<file path="config.mk">
export PLATFORM = sky130hd
export DESIGN_NAME = sust_cell
export DESIGN_NICKNAME = d
export VERILOG_FILES = /design/src/hdl/assert_macros.svh /design/src/hdl/sust_pkg.sv /design/src/hdl/sust_cell.sv
export SDC_FILE = /design/constraint.sdc
export NUM_CORES = 1
export LEC_CHECK = 0
export BUFFER_PORTS_ARGS = -buffer_cell sky130_fd_sc_hd__buf_2
export CAP_MARGIN = 10
export CORE_ASPECT_RATIO = 1.4
export CORE_MARGIN = 2
export CORE_UTILIZATION = 45
export CTS_CLUSTER_DIAMETER = 200
export DETAILED_ROUTE_END_ITERATION = 16
export PLACE_DENSITY = 0.85
export SETUP_SLACK_MARGIN = 0.02
export SLEW_MARGIN = 20
export SYNTH_ARGS = -nofsm -noshare
export SYNTH_HDL_FRONTEND = slang
export SYNTH_SLANG_ARGS = --single-unit
</file>
<file path="constraint.sdc">
create_clock -name i_clk -period 3.9 [get_ports i_clk]
set_input_delay 0.39 -clock i_clk [delete_from_list [all_inputs] [get_ports i_clk]]
set_output_delay 0.39 -clock i_clk [all_outputs]
set_load 0.01 [all_outputs]
</file>
<file path="src/hdl/assert_macros.svh">
// assertion macros used by the top-level rtl file
`ifndef ASSERT_MACROS_SVH
`define ASSERT_MACROS_SVH

// same-cycle implication, disabled while reset is asserted
`define ASSERT_IMPL(label, clk, rst_n, ante, cons) \
    label: assert property (@(posedge clk) disable iff (!(rst_n)) (ante) |-> (cons)) \
        else $error("assertion failed: same-cycle implication");

// next-cycle implication, disabled while reset is asserted
`define ASSERT_NEXT(label, clk, rst_n, ante, cons) \
    label: assert property (@(posedge clk) disable iff (!(rst_n)) (ante) |=> (cons)) \
        else $error("assertion failed: next-cycle implication");

`endif

</file>
<file path="src/hdl/sust_pkg.sv">
// shared types and constants for the sorted unique set table
`timescale 1ns / 1ps

package sust_pkg;

    localparam int CAPACITY    = 64;
    localparam int KEY_BITS    = 32;
    localparam int OP_BITS     = 3;
    localparam int ENTRY_BITS  = 7;
    localparam int IDX_W       = (CAPACITY > 1) ? $clog2(CAPACITY) : 1;
    localparam int CNT_W       = IDX_W + 1;

    localparam logic [CNT_W-1:0] CAP_CNT    = CNT_W'(CAPACITY);
    localparam logic [IDX_W-1:0] LAST_PHASE = IDX_W'(CAPACITY - 1);

    typedef logic signed [KEY_BITS-1:0] t_key;
    typedef logic [CNT_W-1:0]           t_count;

    // request codes
    typedef enum logic [OP_BITS-1:0] {
        OP_INSERT = 3'd0,
        OP_REMOVE = 3'd1,
        OP_SEARCH = 3'd2,
        OP_EVENS  = 3'd3,
        OP_CLEAR  = 3'd4
    } t_op;

    // result codes
    typedef enum logic [1:0] {
        ST_DONE = 2'd0,
        ST_DUP  = 2'd1,
        ST_MISS = 2'd2,
        ST_FULL = 2'd3
    } t_status;

    // commands broadcast to every cell
    typedef enum logic [2:0] {
        CMD_IDLE,
        CMD_COMPARE,
        CMD_INSERT,
        CMD_REMOVE,
        CMD_MARK,
        CMD_SORT
    } t_cell_cmd;

    typedef struct packed {
        t_cell_cmd cmd;
        t_key      key;
        t_count    count;
        logic      phase;
    } t_cell_ctl;

endpackage

</file>
<file path="src/hdl/sust_cell.sv">
// one slot of the sorted store: compare, shift, keep marking and compaction swap
`timescale 1ns / 1ps

module sust_cell (
    input  logic                       i_clk,
    input  logic                       i_rst_n,
    input  logic [sust_pkg::IDX_W-1:0] i_idx,
    input  sust_pkg::t_cell_ctl        i_ctl,
    input  sust_pkg::t_key             i_left_key,
    input  logic                       i_left_lt,
    input  logic                       i_left_keep,
    input  sust_pkg::t_key             i_right_key,
    input  logic                       i_right_keep,
    output sust_pkg::t_key             o_key,
    output logic                       o_lt,
    output logic                       o_eq,
    output logic                       o_keep
);

    sust_pkg::t_key r_key;
    sust_pkg::t_key n_key;
    logic           r_lt;
    logic           r_eq;
    logic           r_keep;
    logic           n_keep;
    logic           occupied;
    logic           pair_left;

    // slot holds a live key when its index is below the count
    assign occupied  = {1'b0, i_idx} < i_ctl.count;
    // in this sort phase the cell is the left member of its pair
    assign pair_left = (i_idx[0] == i_ctl.phase);

    // next key and keep flag
    always_comb begin
        n_key  = r_key;
        n_keep = r_keep;
        case (i_ctl.cmd)
            sust_pkg::CMD_INSERT: begin
                // first slot not below the key takes it, later slots shift right
                if (!r_lt) begin
                    n_key = i_left_lt ? i_ctl.key : i_left_key;
                end
            end
            sust_pkg::CMD_REMOVE: begin
                if (!r_lt) begin
                    n_key = i_right_key;
                end
            end
            sust_pkg::CMD_MARK: begin
                n_keep = occupied & r_key[0];
            end
            sust_pkg::CMD_SORT: begin
                // move kept keys left over holes, order of kept keys preserved
                if (pair_left) begin
                    if (!r_keep && i_right_keep) begin
                        n_key  = i_right_key;
                        n_keep = 1'b1;
                    end
                end else begin
                    if (!i_left_keep && r_keep) begin
                        n_key  = i_left_key;
                        n_keep = 1'b0;
                    end
                end
            end
            default: begin
            end
        endcase
    end

    // key storage
    always_ff @(posedge i_clk) begin
        r_key <= n_key;
    end

    // compare and keep flags
    always_ff @(posedge i_clk) begin
        if (!i_rst_n) begin
            r_lt   <= 1'b0;
            r_eq   <= 1'b0;
            r_keep <= 1'b0;
        end else begin
            r_keep <= n_keep;
            if (i_ctl.cmd == sust_pkg::CMD_COMPARE) begin
                r_lt <= occupied && (r_key < i_ctl.key);
                r_eq <= occupied && (r_key == i_ctl.key);
            end
        end
    end

    assign o_key  = r_key;
    assign o_lt   = r_lt;
    assign o_eq   = r_eq;
    assign o_keep = r_keep;

endmodule

</file>
==> results.md <==
* CTS tree: built
* Port Buffer Count at approximately 150
* Outcome: complete, no violations
* DP Area at 3490 sq um
* #FFs+latches synth at 35
* CP dominant cell by count: nand2_1
* Sw power at 0.308 mW
* IR drop worst, VDD at 182 uV
* First-pass DRT Iterations at 4
* DR vias at 2779
* Final hold violation count at 0
* Total power draw at 1.08 mW
* Synthesized-area fraction occupied by adder cells at around 18%
* Final nets at 604
* N_diodes at 0
* Final setup fails at 0
* Initial antenna violation count at 0
* Most frequent cells in the layout: 152 x buf_2, 72 x nand2_1, 39 x inv_1
* Detailed Route WL at 7.22 mm
* PnR worst setup slack at 1610 ps
* Post-route clock period utilization at 58.8%
* Clock Latency Late Sink at roughly 280 ps
* Most common cell after layout, fill and taps aside: buf_2
* Post-synth EDFFs at 32
* Crit path time final at 2290 ps
* I/O pins at between 150 and 200
* Synth Flop Type: edfxtp_1
* Drt drc at 0
* Vias in the first global route at 2645
* Power share of the clock group at ~30%
* Worst-path clk slew at 70 ps
* Global-route wire length before repair at 11.1 mm
* Clock Path Buffers at 2
* Post-route cell area at 3600 sq um
* Min-delay worst type: primary input to register
* Worst slack, placed at 1270 ps
* Skew final at 2.94 ps
* Critical-path cell with the highest stage delay: a21boi_4
* Total CTS buffers at 5
* Max_cap viols at 0
* CTS Hold Bufs at 0
* Fraction of layout cells with a size suffix above 1 at 36.7%
* Drt initial violations at 109
* DRT antenna net count at 0
* CTS root buf: clkbuf_8
* Core Footprint at 5780 sq um
* Grt ovf at 0
* Die Height at 94.7 um
* Simple-gate area share of the yosys netlist at 18.6%
* Critical Path Max Stage Delay at 740 ps
* Logic pwr share at 27.4%
* Achievable frequency at 436 MHz
* Slew Viols, Final at 0
* H-tree Lvls at 2
* Routability congestion estimate at ~0.79
* Synthesized cell area at 2640 sq um
* Seq pwr share at between 40 and 50%
* Post-CTS Setup Bufs at 0
* Main combinational cell family by area after synthesis: simple AND/OR/NAND/NOR gates
* FFs w/ async S/R, synth at 0%
* Std-Cell Rows at 33
* Critical path class: primary input to register
* Avg Cell Area, Syn at slightly below 9 sq um
* Worst setup EP type: register
* Pwr Density at 299 nW/um^2
* # clock sinks at 35
* Gr usage total at 22.4%
* Worst-path fanout max at 33
* Initial core utilization at 45.7%
* Vias per Instance at 5.34
* Internal at 0.769 mW
* RSZ-0062 raised after global routing: no
* Post-synthesis compound-gate area fraction at 17.8%
* Pleak at approximately 1.9 nW
* Worst slew pin tran at 1060 ps
* Post-Synth XOR/XNOR Area at 0.331%
* Die X at 68.8 um
* Cell count after synthesis at approximately 300
* Maximum number of pins on one net before global-route repair at 34
* Critical path, cell by cell: buf_2 -> nand2b_1 -> nand2_1 -> a21boi_4 -> nor2_2 -> buf_4 -> nand2_1 -> nand2_1
* Detailed placement HPWL at between 5 and 6 mm
* Die area at 6510 sq um
* Req. time, crit path at 3930 ps
* Post-CTS resize count at 0
* Final Util at 62.3%
* Startpoint Class: primary input
* Yosys Warn Count at 0
* DR WL/cell at 13.9 um
* Netlist cell types at 37
* Max transition margin at 29.1%
* P&R area growth vs syn at 36.2%
* Crit path DAT at approximately 2300 ps
* Total negative slack at 0 ps
* Post-synthesis mux area share at 0%
* Syn nets at 453
* Post-synthesis sequential area ratio at 38.6%
* Sw frac at 28.6%
==> logic make-up after synthesis <==
logic type | count (synthesis)
buffers and inverters | 49
xor gates and xnor gates | 1
AOI/OAI and AO/OA | 68
adders and majority gates | 37
and+or+nand+nor | 108
DFF | 35
==> flip-flops by register name, summed over array words and instances, names as in the netlist <==
register / flops
o_lt: 1
o_eq: 1
o_keep: 1
o_key: 32
==> cell usage after synthesis, drive strengths merged (2+ instances only) <==
cell type | instances | share of area [%]
nand3 | 8 | 1.5
nand4 | 9 | 2.1
o21ai | 4 | 0.76
a21o | 3 | 0.85
buf | 3 | 0.57
edfxtp | 32 | 36
or4b | 2 | 0.76
a21oi | 17 | 3.4
nand2b | 2 | 0.47
nor2b | 4 | 0.95
nor2 | 4 | 0.57
o211ai | 2 | 0.57
nand2 | 72 | 10
a22oi | 32 | 9.1
nor4 | 2 | 0.47
dfxtp | 3 | 2.3
inv | 39 | 5.5
clkbuf | 7 | 0.99
ha | 37 | 18
==> power groups by stage <==
stage	sequential [mW]	clock (mW)	combinational, mW
final	0.464	0.319	0.295
after global routing	0.466	0.348	0.336
after CTS	0.464	0.327	0.298
after detailed placement	0.472	0	0.297
after global placement	0.470	0	0.285
after floorplan	0.482	0	0.150
==> worst max-delay path: cells and delay by family <==
| family | cells | cell delay, ps |
|---|---|---|
| buffers and inverters | 2 | 410 |
| AO/OA/AOI/OAI | 1 | 740 |
| AND/OR/NAND/NOR | 5 | 770 |
==> path summary, 6_finish.rpt <==
check,startpoint,endpoint,slack [ps],cells past startpoint
worst max-delay path,i_ctl[42],o_key[31],1610,8
worst min-delay path,i_left_key[15],o_key[15],370,3
worst max register to register,o_key[7],o_lt,1690,7
worst min register to register,o_eq,o_eq,520,2
==> routing by layer <==
| layer | track usage (%) | wire length [um] |
|---|---|---|
| met5 | 0 | 0 |
| met4 | 6.05 | 96 |
| met1 | 23.8 | 2680 |
| met3 | 4.77 | 471 |
| met2 | 42.9 | 3980 |
==> per-stage QoR <==
stage	hold slack, ps	std cells
floorplan	505	298
global placement	487	512
detailed placement	499	512
finish	372	520
global route	365	520
CTS	360	520
==> cell type report <==
type | count | area (sq um)
sequential | 35 | 1020
inverter | 39 | 146
clock buffer | 5 | 68.8
clock inverter | 3 | 38.8
fill | 500 | 2180
timing repair buffer | 154 | 776
tap | 70 | 87.6
multi-input combinational | 214 | 1460
Note: power is estimated with default switching activity, not from simulation.
